[src/rtl/prefixed_integer_text_parser_defines.svh]
// Assertion macros for the prefixed integer text parser.
`ifndef PREFIXED_INTEGER_TEXT_PARSER_DEFINES_SVH
`define PREFIXED_INTEGER_TEXT_PARSER_DEFINES_SVH

`ifndef SYNTHESIS
`define PITP_ASSERT_SAME(name, clk, rst, ante, cons) \
  name: assert property (@(posedge clk) disable iff (rst) (ante) |-> (cons)) \
    else $error("pitp assertion failed");
`define PITP_ASSERT_NEXT(name, clk, rst, ante, cons) \
  name: assert property (@(posedge clk) disable iff (rst) (ante) |=> (cons)) \
    else $error("pitp assertion failed");
`else
`define PITP_ASSERT_SAME(name, clk, rst, ante, cons)
`define PITP_ASSERT_NEXT(name, clk, rst, ante, cons)
`endif

`endif

[src/rtl/pitp_pkg.sv]
package pitp_pkg;

  localparam logic [7:0] CH_ZERO  = 8'h30;
  localparam logic [7:0] CH_ONE   = 8'h31;
  localparam logic [7:0] CH_SEVEN = 8'h37;
  localparam logic [7:0] CH_NINE  = 8'h39;
  localparam logic [7:0] CH_LO_A  = 8'h61;
  localparam logic [7:0] CH_LO_B  = 8'h62;
  localparam logic [7:0] CH_LO_F  = 8'h66;
  localparam logic [7:0] CH_LO_X  = 8'h78;
  localparam logic [7:0] CH_UP_A  = 8'h41;
  localparam logic [7:0] CH_UP_F  = 8'h46;
  localparam logic [3:0] DIGIT_TEN = 4'd10;

  localparam logic [1:0] RADIX_DEC = 2'd0;
  localparam logic [1:0] RADIX_OCT = 2'd1;
  localparam logic [1:0] RADIX_HEX = 2'd2;
  localparam logic [1:0] RADIX_BIN = 2'd3;

  localparam int QUEUE_DEPTH = 4;
  localparam int QUEUE_AW    = 2;

  typedef struct packed {
    logic       first;
    logic       is_zero;
    logic       is_x;
    logic       is_b;
    logic       ok_dec;
    logic       ok_oct;
    logic       ok_hex;
    logic       ok_bin;
    logic [3:0] digit;
  } token_t;

  typedef struct packed {
    logic empty;
    logic full;
  } queue_status_t;

endpackage

[src/rtl/pitp_front.sv]
module pitp_front (
  input  logic                   s_axis_tvalid,
  output logic                   s_axis_tready,
  input  logic [7:0]             s_axis_tdata,  // ch
  input  logic                   s_axis_tuser,  // first
  input  pitp_pkg::queue_status_t q_status,
  output logic                   push,
  output pitp_pkg::token_t       token
);
  import pitp_pkg::*;

  logic       is_num;
  logic       is_lo_hex;
  logic       is_up_hex;
  logic [7:0] ch;

  assign ch = s_axis_tdata;
  assign s_axis_tready = !q_status.full;
  assign push = s_axis_tvalid && !q_status.full;

  always_comb begin
    is_num    = (ch >= CH_ZERO) && (ch <= CH_NINE);
    is_lo_hex = (ch >= CH_LO_A) && (ch <= CH_LO_F);
    is_up_hex = (ch >= CH_UP_A) && (ch <= CH_UP_F);
    token.first   = s_axis_tuser;
    token.is_zero = (ch == CH_ZERO);
    token.is_x    = (ch == CH_LO_X);
    token.is_b    = (ch == CH_LO_B);
    token.ok_dec  = is_num;
    token.ok_oct  = (ch >= CH_ZERO) && (ch <= CH_SEVEN);
    token.ok_hex  = is_num || is_lo_hex || is_up_hex;
    token.ok_bin  = (ch == CH_ZERO) || (ch == CH_ONE);
    if (is_lo_hex) begin
      token.digit = 4'(ch - CH_LO_A) + DIGIT_TEN;
    end else if (is_up_hex) begin
      token.digit = 4'(ch - CH_UP_A) + DIGIT_TEN;
    end else begin
      token.digit = 4'(ch - CH_ZERO);
    end
  end

endmodule

[src/rtl/pitp_queue.sv]
module pitp_queue (
  input  logic                    clk,
  input  logic                    rst,
  input  logic                    push,
  input  pitp_pkg::token_t        push_token,
  input  logic                    pop,
  output pitp_pkg::token_t        pop_token,
  output pitp_pkg::queue_status_t q_status
);
  import pitp_pkg::*;

  token_t              entries [QUEUE_DEPTH];
  logic [QUEUE_AW-1:0] wr_ptr;
  logic [QUEUE_AW-1:0] rd_ptr;
  logic [QUEUE_AW:0]   count;

  assign q_status.empty = (count == '0);
  assign q_status.full  = (count == (QUEUE_AW+1)'(QUEUE_DEPTH));
  assign pop_token      = entries[rd_ptr];

  always_ff @(posedge clk) begin
    if (push) begin
      entries[wr_ptr] <= push_token;
    end
  end

  always_ff @(posedge clk) begin
    if (rst) begin
      wr_ptr <= '0;
      rd_ptr <= '0;
      count  <= '0;
    end else begin
      if (push) begin
        wr_ptr <= wr_ptr + 1'b1;
      end
      if (pop) begin
        rd_ptr <= rd_ptr + 1'b1;
      end
      case ({push, pop})
        2'b10:   count <= count + 1'b1;
        2'b01:   count <= count - 1'b1;
        default: count <= count;
      endcase
    end
  end

endmodule

[src/rtl/pitp_back.sv]
module pitp_back #(
  parameter int VALUE_WIDTH = 32
) (
  input  logic                    clk,
  input  logic                    rst,
  input  pitp_pkg::token_t        token,
  input  pitp_pkg::queue_status_t q_status,
  output logic                    pop,
  output logic                    m_axis_tvalid,
  input  logic                    m_axis_tready,
  output logic [39:0]             m_axis_tdata  // value[31:0], radix[33:32], zero pad
);
  import pitp_pkg::*;

  typedef enum logic [2:0] {
    PH_DONE,
    PH_ZERO,
    PH_DEC,
    PH_OCT,
    PH_HEX,
    PH_BIN
  } phase_t;

  phase_t                 phase;
  phase_t                 phase_next;
  logic [VALUE_WIDTH-1:0] acc;
  logic [VALUE_WIDTH-1:0] acc_next;
  logic [VALUE_WIDTH-1:0] acc_base;
  logic [VALUE_WIDTH-1:0] digit_ext;
  logic                   ok;
  logic [1:0]             mode_radix;
  logic                   emit;
  logic [1:0]             emit_radix;
  logic [31:0]            emit_value;
  logic [31:0]            out_value;
  logic [1:0]             out_radix;

  assign pop       = !q_status.empty && (!m_axis_tvalid || m_axis_tready);
  assign digit_ext = VALUE_WIDTH'(token.digit);
  assign m_axis_tdata = {6'd0, out_radix, out_value};

  always_comb begin
    acc_base   = '0;
    ok         = 1'b0;
    mode_radix = RADIX_DEC;
    unique case (phase)
      PH_DEC: begin
        acc_base   = (acc << 3) + (acc << 1);
        ok         = token.ok_dec;
        mode_radix = RADIX_DEC;
      end
      PH_ZERO, PH_OCT: begin
        acc_base   = acc << 3;
        ok         = token.ok_oct;
        mode_radix = RADIX_OCT;
      end
      PH_HEX: begin
        acc_base   = acc << 4;
        ok         = token.ok_hex;
        mode_radix = RADIX_HEX;
      end
      PH_BIN: begin
        acc_base   = acc << 1;
        ok         = token.ok_bin;
        mode_radix = RADIX_BIN;
      end
      default: begin
        acc_base   = '0;
        ok         = 1'b0;
        mode_radix = RADIX_DEC;
      end
    endcase

    phase_next = phase;
    acc_next   = acc;
    emit       = 1'b0;
    emit_radix = mode_radix;
    emit_value = 32'(acc);
    if (token.first) begin
      if (token.is_zero) begin
        phase_next = PH_ZERO;
        acc_next   = '0;
      end else if (token.ok_dec) begin
        phase_next = PH_DEC;
        acc_next   = digit_ext;
      end else begin
        phase_next = PH_DONE;
        acc_next   = '0;
        emit       = 1'b1;
        emit_radix = RADIX_DEC;
        emit_value = '0;
      end
    end else if (phase == PH_DONE) begin
      phase_next = PH_DONE;
    end else if (phase == PH_ZERO && token.is_x) begin
      phase_next = PH_HEX;
    end else if (phase == PH_ZERO && token.is_b) begin
      phase_next = PH_BIN;
    end else if (ok) begin
      phase_next = (phase == PH_ZERO) ? PH_OCT : phase;
      acc_next   = acc_base + digit_ext;
    end else begin
      phase_next = PH_DONE;
      emit       = 1'b1;
    end
  end

  always_ff @(posedge clk) begin
    if (rst) begin
      phase         <= PH_DONE;
      acc           <= '0;
      m_axis_tvalid <= 1'b0;
    end else begin
      if (pop) begin
        phase         <= phase_next;
        acc           <= acc_next;
        m_axis_tvalid <= emit;
      end else if (m_axis_tready) begin
        m_axis_tvalid <= 1'b0;
      end
    end
  end

  always_ff @(posedge clk) begin
    if (pop && emit) begin
      out_value <= emit_value;
      out_radix <= emit_radix;
    end
  end

endmodule

[src/rtl/prefixed_integer_text_parser.sv]
// Bytes are registered in the queue; a popped byte's result is then registered on m_axis.
// Throughput: one byte per cycle while the queue is not full; the phase and shift-add accumulator step once per byte.
// A four-entry queue between the classifier and the accumulator absorbs output stalls.
// Reset (rst, synchronous, active high) empties the queue, clears the accumulator,
// drops any pending result and leaves the parser waiting for a first byte.
`include "prefixed_integer_text_parser_defines.svh"

module prefixed_integer_text_parser #(
  parameter int VALUE_WIDTH = 32
) (
  input  logic        clk,
  input  logic        rst,
  input  logic        s_axis_tvalid,
  output logic        s_axis_tready,
  input  logic [7:0]  s_axis_tdata,   // ch[7:0]
  input  logic        s_axis_tuser,   // first
  output logic        m_axis_tvalid,
  input  logic        m_axis_tready,
  output logic [39:0] m_axis_tdata    // value[31:0], radix[33:32], zero pad
);
  import pitp_pkg::*;

  token_t        in_token;
  token_t        q_token;
  queue_status_t q_status;
  logic          push;
  logic          pop;

  pitp_front u_front (
    .s_axis_tvalid (s_axis_tvalid),
    .s_axis_tready (s_axis_tready),
    .s_axis_tdata  (s_axis_tdata),
    .s_axis_tuser  (s_axis_tuser),
    .q_status      (q_status),
    .push          (push),
    .token         (in_token)
  );

  pitp_queue u_queue (
    .clk        (clk),
    .rst        (rst),
    .push       (push),
    .push_token (in_token),
    .pop        (pop),
    .pop_token  (q_token),
    .q_status   (q_status)
  );

  pitp_back #(
    .VALUE_WIDTH (VALUE_WIDTH)
  ) u_back (
    .clk           (clk),
    .rst           (rst),
    .token         (q_token),
    .q_status      (q_status),
    .pop           (pop),
    .m_axis_tvalid (m_axis_tvalid),
    .m_axis_tready (m_axis_tready),
    .m_axis_tdata  (m_axis_tdata)
  );

  `PITP_ASSERT_SAME(a_pop_nonempty, clk, rst, pop, !q_status.empty)
  `PITP_ASSERT_SAME(a_no_pop_on_stall, clk, rst, m_axis_tvalid && !m_axis_tready, !pop)
  `PITP_ASSERT_NEXT(a_reset_idle, clk, 1'b0, rst, !m_axis_tvalid && q_status.empty)

endmodule

[config.mk]
export PLATFORM = sky130hd
export DESIGN_NAME = prefixed_integer_text_parser
export DESIGN_NICKNAME = d
export VERILOG_FILES = /design/src/rtl/pitp_pkg.sv /design/src/rtl/pitp_front.sv /design/src/rtl/pitp_queue.sv /design/src/rtl/pitp_back.sv /design/src/rtl/prefixed_integer_text_parser.sv
export VERILOG_INCLUDE_DIRS = /design/src /design/src/rtl
export SDC_FILE = /design/constraint.sdc
export NUM_CORES = 1
export LEC_CHECK = 0
export ABC_AREA = 1
export BUFFER_PORTS_ARGS = -buffer_cell sky130_fd_sc_hd__clkbuf_2
export CAP_MARGIN = 15
export CORE_ASPECT_RATIO = 0.8
export CORE_MARGIN = 2
export CORE_UTILIZATION = 50
export CTS_BUF_LIST = sky130_fd_sc_hd__clkbuf_2
export DETAILED_ROUTE_END_ITERATION = 8
export PLACE_DENSITY_LB_ADDON = 0.1
export SYNTH_ARGS = -nofsm -noshare
export SYNTH_HDL_FRONTEND = slang
export SYNTH_SLANG_ARGS = --single-unit
[constraint.sdc]
create_clock -name clk -period 3.9 [get_ports clk]
set_clock_uncertainty 0.2 [all_clocks]
set_input_delay 0.585 -clock clk [delete_from_list [all_inputs] [get_ports clk]]
set_output_delay 0.585 -clock clk [all_outputs]
set_load 0.02 [all_outputs]
==> results by group, run 1 <==
Global route
  • GR Util All Layers: 25.5%
  • Largest net degree at the start of global routing: 36
  • Initial antenna violation count: 1
  • First-pass GRT wire length: 38800 um
  • Vias in the first global route: 7266
  • Global route overflow: 0

Pwr
  • Pwr dens: 450 nW/um^2
  • Pwr Total: 4.46 mW
  • Sw Ratio: 41.6%
  • Int Pwr: 2.60 mW
  • Clock Power Share: 21.7%
  • Sw Pwr: 1.85 mW
  • Gate power share: 36.8%
  • Peak supply drop: 326 uV
  • Seq pwr share: 41.5%
  • Static leakage: 4.83 nW

Floorplan
  • Die width: 154 um
  • Die height: 124 um
  • Die area: 19200 um^2
  • Core area: 17500 um^2
  • # rows: 43
  • Initial Utilization: 51.6%
  • I/O pins: 55

Clocking
  • H-tree depth: 4
  • Worst-Skew Late Latency: 0.72 ns
  • Clock root cell: clkbuf_2
  • Post-CTS Resized: 0
  • Clk buf depth: 2
  • Clock sinks: 127
  • Num CTS Buffers: 17
  • TritonCTS clock tree: done
  • Clock slew at reported path FFs: 0.19 ns

Finish
  • Layout cell share with drive strength beyond 1: 10.4%
  • Fill cell count: 1674
  • Final-stage net count: 1421
  • Post-route cell area: 9900 um^2
  • Layout Utilization: 56.4%
  • Synth-to-layout area growth: 9.34%

Logic synthesis
  • Primary FF master, synth: edfxtp_1
  • Cell taking the most area after synthesis: edfxtp_1
  • Number of flops mapped to enable cells by yosys: 82
  • FF+latch count, synth: 127
  • Yosys top cell area share: 27.2%
  • Synthesized area: 9050 um^2
  • Synth Warn #: 0
  • Synth cell types: 48
  • Sequential share of the synthesized area: 37.1%
  • Synthesized instance count: 1302
  • Ranking of synthesized cells by area: edfxtp_1 27%, nand2_1 16%, dfxtp_1 9.9%
  • Mean post-synth cell area: 6.95 um^2
  • Fraction of registers with async set/reset: 0%

Setup path
  • Setup CP Type: reg -> reg
  • Startpoint types: flip-flop
  • Critical Path Max Stage Delay: 0.59 ns
  • Worst EP arrival: 3.84 ns
  • Worst Path Max Fanout: 12
  • Most used cell, CP: nand2_1
  • Critical path capture point type: flip-flop
  • Crit-path slowest cell: dfxtp_1
  • Crit-path cells: inv_1, o21ai_0, o22ai_1, ha_1, nand2_1, nor2_1, nor2_1, o21bai_1, nor2_8, nand3_4, nor2_4, nand3_4, clkinv_1, nand2_1, nor2_1, nand3_1, nand2_1, nand2_1, nand2_1, a21oi_2
  • Crit path required time: 4.31 ns

STA
  • Worst-Margin Slew: 0.787 ns
  • Relative slew margins: 47.5%
  • Final Max Tran Viols: 0
  • Unrepaired setup endpoints after global routing: false
  • Fin crit share: 88.1%
  • Final TNS setup: 0 ns
  • F_max: 291 MHz
  • Final setup violation count: 0
  • Fin. Hold Viols: 0
  • Min Tclk post-route: 3.44 ns

Detailed routing
  • DRT iter0 DRCs: 782
  • Antenna Nets Post-Route: 0
  • Total iterations of the first detailed-routing run: 5
  • Vias per cell: 5.36
  • # DRC: 0
  • Wire per inst: 15.4 um
  • Final WL: 24700 um
  • Detailed-route via count: 8592

Hold path
  • Hold Crit Start: s_axis_tdata[7]
  • Hold WC Path Type: in -> reg

Place
  • Placed cell area: 9580 um^2
  • HPWL reported at the end of detailed placement: 18300 um
  • Final weighted congestion of routability-driven global placement: 0.960
  • Port Buf Inserts: 48

Outcome
  • Status: finished, final reports clean

Flow run
  • Max Cap Viol: 0
sequential cells by signal, summed over array words and instances (netlist names), named ones only:
signal	count
u_back.out_value	32
u_back.m_axis_tvalid	1
u_back.phase	3
u_queue.wr_ptr	2
u_back.acc	32
u_queue.count	3
u_queue.rd_ptr	2
u_back.out_radix	2
u_queue.entries	48
what timing repair did:
item	in CTS	in global routing
setup buffers	0	0
hold buffers	4	0
endpoints found under the hold margin	13	0
setup endpoints to repair	0	0
logic make-up after synthesis:
family,after synthesis,synth area share (%)
AO/OA/AOI/OAI,180,11.2
adder cells (fa/ha/maj),44,6.33
AND/OR/NAND/NOR,672,32.7
other,1,0.0414
buffers and inverters,271,11.9
XOR/XNOR,7,0.677
flip-flops,127,37.1
metal layers:
layer  vias to the layer above  track usage, %  wire length (um)
li1                       4320               -                 -
met1                      3895            40.6             12300
met2                       356            35.2             10000
met3                        21            4.77              2120
met4                         0            6.10               282
met5                         -               0                 0
power by group through the flow:
stage | sequential, mW | clock, mW | combinational [mW]
3_3_place_gp | 1.87 | 0 | 1.60
2_1_floorplan | 2.04 | 0 | 0.905
3_5_place_dp | 1.88 | 0 | 1.63
5_1_grt | 1.88 | 1.03 | 1.80
4_1_cts | 1.85 | 0.988 | 1.63
6_report | 1.85 | 0.968 | 1.64
worst max-delay path: cells and delay by family (launching register included):
family | cells | cell delay, ns
buf+inv | 2 | 0.29
simple gates | 13 | 1.29
flops | 1 | 0.59
compound gates | 4 | 0.60
fa+ha+maj | 1 | 0.34
synthesized netlist by cell type, drive strengths merged, types with 2 or more instances:
| cell type | number |
|---|---|
| nand4 | 20 |
| a221oi | 6 |
| nor2 | 119 |
| ha | 41 |
| nand3 | 105 |
| clkinv | 2 |
| nand3b | 9 |
| or2 | 5 |
| nand2 | 401 |
| o221ai | 2 |
| a31oi | 2 |
| inv | 233 |
| buf | 20 |
| dfxtp | 45 |
| edfxtp | 82 |
| o21ai | 46 |
| a32oi | 3 |
| o21bai | 2 |
| o211ai | 3 |
| o22ai | 25 |
| and2 | 3 |
| a21oi | 87 |
| nor3 | 9 |
| xor2 | 6 |
| fa | 3 |
| clkbuf | 16 |
cells in the final DEF (no fill, tap or decap), types with 6 or more instances in the layout:
| cell | instances |
|---|---|
| nand3_1 | 98 |
| nor2_2 | 6 |
| dfxtp_1 | 45 |
| conb_1 | 6 |
| o22ai_1 | 25 |
| clkbuf_2 | 66 |
| nand2_1 | 395 |
| inv_2 | 7 |
| nor2_4 | 8 |
| a21oi_1 | 83 |
| edfxtp_1 | 82 |
| ha_1 | 41 |
| buf_4 | 22 |
| nand3b_1 | 9 |
| a221oi_1 | 6 |
| inv_1 | 226 |
| o21ai_1 | 11 |
| nor2_1 | 103 |
| nand4_1 | 20 |
| o21ai_0 | 35 |
| nor3_1 | 8 |
| nand2_2 | 6 |
| xor2_1 | 6 |
final timing paths:
path,slack (ns),cells past startpoint,end
worst max-delay path,0.46,20,u_back.acc[26]$_SDFFE_PP0P_
worst min-delay path,0.08,4,u_queue.entries[0][8]$_DFFE_PP_
worst max register to register,0.46,20,u_back.acc[26]$_SDFFE_PP0P_
worst min register to register,0.28,2,flip-flop
per-stage QoR:
step                      instances  hold slack (ns)  setup WS (ns)
after floorplan                1307            0.236          0.194
after global placement         1566            0.251          0.615
after detailed placement       1566            0.259          0.537
after CTS                      1602           0.0217          0.529
after global routing           1604           0.0336         0.0856
final                          1604           0.0834          0.464
layout make-up:
| type | instances | area (um^2) | area share, % |
|---|---|---|---|
| clock buffer | 18 | 90.1 | 0.910 |
| timing repair buffer | 74 | 445 | 4.50 |
| sequential | 127 | 3360 | 34.0 |
| tap | 225 | 282 | 2.84 |
| antenna | 2 | 5.00 | 0.0505 |
| multi-input combinational | 909 | 4640 | 46.9 |
| clock inverter | 14 | 189 | 1.91 |
| inverter | 235 | 883 | 8.92 |
Note: power is estimated with default switching activity, not from simulation.
==> inputs of run 2 (changes only) <==
--- a/config.mk
+++ b/config.mk
@@ -15,6 +15,7 @@
 export CTS_BUF_LIST = sky130_fd_sc_hd__clkbuf_2
 export DETAILED_ROUTE_END_ITERATION = 8
 export PLACE_DENSITY_LB_ADDON = 0.1
+export REMOVE_ABC_BUFFERS = 1
 export SYNTH_ARGS = -nofsm -noshare
 export SYNTH_HDL_FRONTEND = slang
 export SYNTH_SLANG_ARGS = --single-unit
==> run 2 against run 1 <==
  * Combinational power is 2% lower
  * Flip-flop and latch count stayed put
  * Global-route usage is 0.49 points lower
  * Register-to-register slack worse by 0.12 ns
  * Critical path depth is 1 lower
  * Die area stayed put
  * Total power is 3.8% lower
  * Sequential power hardly changed
  * Routed wire length is 2.6% lower
  * Cell count is 0.25% lower
==> results by group, run 2 (synthesis results as in run 1) <==
Outcome
  • Status: finished, final reports clean

Finish
  • Synth-to-layout area growth: 8.65%
  • Area occupied by multi-input gates: 4640 um^2
  • Top flop regs: u_queue.entries (48), u_back.acc (32), u_back.out_value (32)
  • Max FFs per register: 48
  • Commonest non-fill, non-tap cell in the layout: nand2_1
  • Largest register by flop count: u_queue.entries
  • Reg area: 3360 um^2
  • Post-route cell area: 9840 um^2
  • Layout cell share with drive strength beyond 1: 10.5%
  • Most frequent cells in the layout: 395 x nand2_1, 225 x inv_1, 103 x nor2_1
  • Final-stage net count: 1418
  • Fill cell count: 1696
  • Final std cells w/o fill: 1600
  • Layout Utilization: 56.1%

STA
  • F_max: 282 MHz
  • Min Tclk post-route: 3.55 ns
  • Fin worst setup slack: 0.349 ns
  • Relative slew margins: 53.3%
  • Unrepaired setup endpoints after global routing: false
  • Final TNS setup: 0 ns
  • Fin crit share: 91.1%
  • Final hold slack: 0.0757 ns
  • Final Max Tran Viols: 0
  • Fin. Hold Viols: 0
  • Worst-Margin Slew: 0.697 ns
  • Final setup violation count: 0

Pwr
  • Static leakage: 4.79 nW
  • Pwr dens: 436 nW/um^2
  • Peak supply drop: 330 uV
  • Pwr Total: 4.29 mW

Floorplan
  • I/O pins: 55
  • Die area: 19200 um^2
  • Die width: 154 um
  • Die height: 124 um
  • Initial Utilization: 51.6%
  • Core area: 17500 um^2
  • # rows: 43

Detailed routing
  • Wire per inst: 15.0 um
  • DRT iter0 DRCs: 783
  • Detailed-route via count: 8461
  • Final WL: 24000 um
  • # DRC: 0
  • Vias per cell: 5.29
  • Antenna Nets Post-Route: 0
  • Total iterations of the first detailed-routing run: 7

Global route
  • Global route overflow: 0
  • Largest net degree at the start of global routing: 35
  • Initial antenna violation count: 1
  • Vias in the first global route: 7446
  • GR Util All Layers: 25.0%
  • First-pass GRT wire length: 38400 um

Setup path
  • CP startpoint: u_back.phase[0]$_SDFFE_PP0P_
  • Startpoint types: flip-flop
  • Most used cell, CP: nand2_1
  • Critical path buffers and inverters: 2
  • Setup CP Type: reg -> reg
  • Worst R2R Start: u_back.phase[0]$_SDFFE_PP0P_
  • Crit path required time: 4.34 ns
  • Crit-path cells: nand3_4, a21oi_1, inv_1, fa_1, nor2_1, inv_1, nand2_1, o21ai_1, nor2_4, nand3_2, nor2_4, nand2_1, nor2_2, nand3_2, nor2_4, nand2_1, nand2_1, nand3_1, a21oi_1
  • R2R Setup Slk: 0.35 ns
  • Worst EP arrival: 3.99 ns
  • Crit-path slowest cell: dfxtp_1
  • Critical Path Max Stage Delay: 0.59 ns
  • Top delay family on crit path: simple AND/OR/NAND/NOR gates
  • Worst Path Max Fanout: 16
  • Critical path capture point type: flip-flop

Clocking
  • Clock slew at reported path FFs: 0.23 ns
  • Clock root cell: clkbuf_2
  • Clock sinks: 127
  • Clk buf depth: 2
  • Worst-Skew Late Latency: 0.73 ns
  • Setup bufs post-CTS: 0
  • Num CTS Buffers: 17
  • TritonCTS clock tree: done
  • H-tree depth: 4

Place
  • Placed insts: 1563
  • Placed cell area: 9550 um^2
  • HPWL reported at the end of detailed placement: 17900 um
  • Port Buf Inserts: 48
  • Final weighted congestion of routability-driven global placement: 0.925
  • Setup WS pre-CTS: 0.420 ns

Hold path
  • Hold Crit Start: s_axis_tdata[5]
  • Hold WC Path Type: in -> reg

Flow run
  • Max Cap Viol: 0
## run 2: changes by cell type in the layout (fill, tap and decap cells not counted)
cell,previous run,this run
clkinv_4,3,0
inv_6,2,5
bufinv_16,4,1
diode_2,2,1
dfxtp_1,45,44
dfxtp_2,0,1
clkbuf_2,66,65
inv_8,0,4
inv_1,226,225
clkinv_1,3,1
clkinvlp_4,1,4
buf_4,22,19
## run 2: tightest hold or removal path: stages
cell      delay, ns
clkbuf_2       0.11
nand2_1        0.07
nor3_1         0.08
## run 2: per-layer routing
metal	part of all wire, %	global-route usage [%]
met1	49	36.5
met4	1.3	5.99
met5	0	0
met3	6.6	5.60
met2	43	37.7
## run 2: path summary, 6_finish.rpt
path / depth (start not counted) / endpoint
worst max-delay path: 19 / u_back.acc[31]$_SDFFE_PP0P_
worst min-delay path: 3 / u_queue.entries[1][8]$_DFFE_PP_
worst max register to register: 19 / u_back.acc[31]$_SDFFE_PP0P_
worst min register to register: 2 / u_queue.rd_ptr[1]$_SDFFE_PP0P_
## run 2: repair_timing
item                                    CTS  global route
endpoints found under the hold margin    11             0
gates resized for setup                   0             2
hold buffers                              4             0
endpoints found under the setup margin    0             3
## run 2: final cells by class
cell class / instances / area share, %
multi-input cells: 909 / 47.2
flip-flops and latches: 127 / 34.2
inverters: 235 / 9.02
repair buffers: 71 / 4.30
well taps: 225 / 2.86
clock inverters: 15 / 1.54
clock buffers: 17 / 0.865
diodes: 1 / 0.0254
## run 2: power breakdown
part	switching, mW	internal [mW]	total, mW	leakage, nW
sequential	0.123	1.72	1.85	1.13
clock	0.590	0.256	0.846	0.140
combinational	1.15	0.446	1.60	3.52
total	1.86	2.42	4.29	4.79
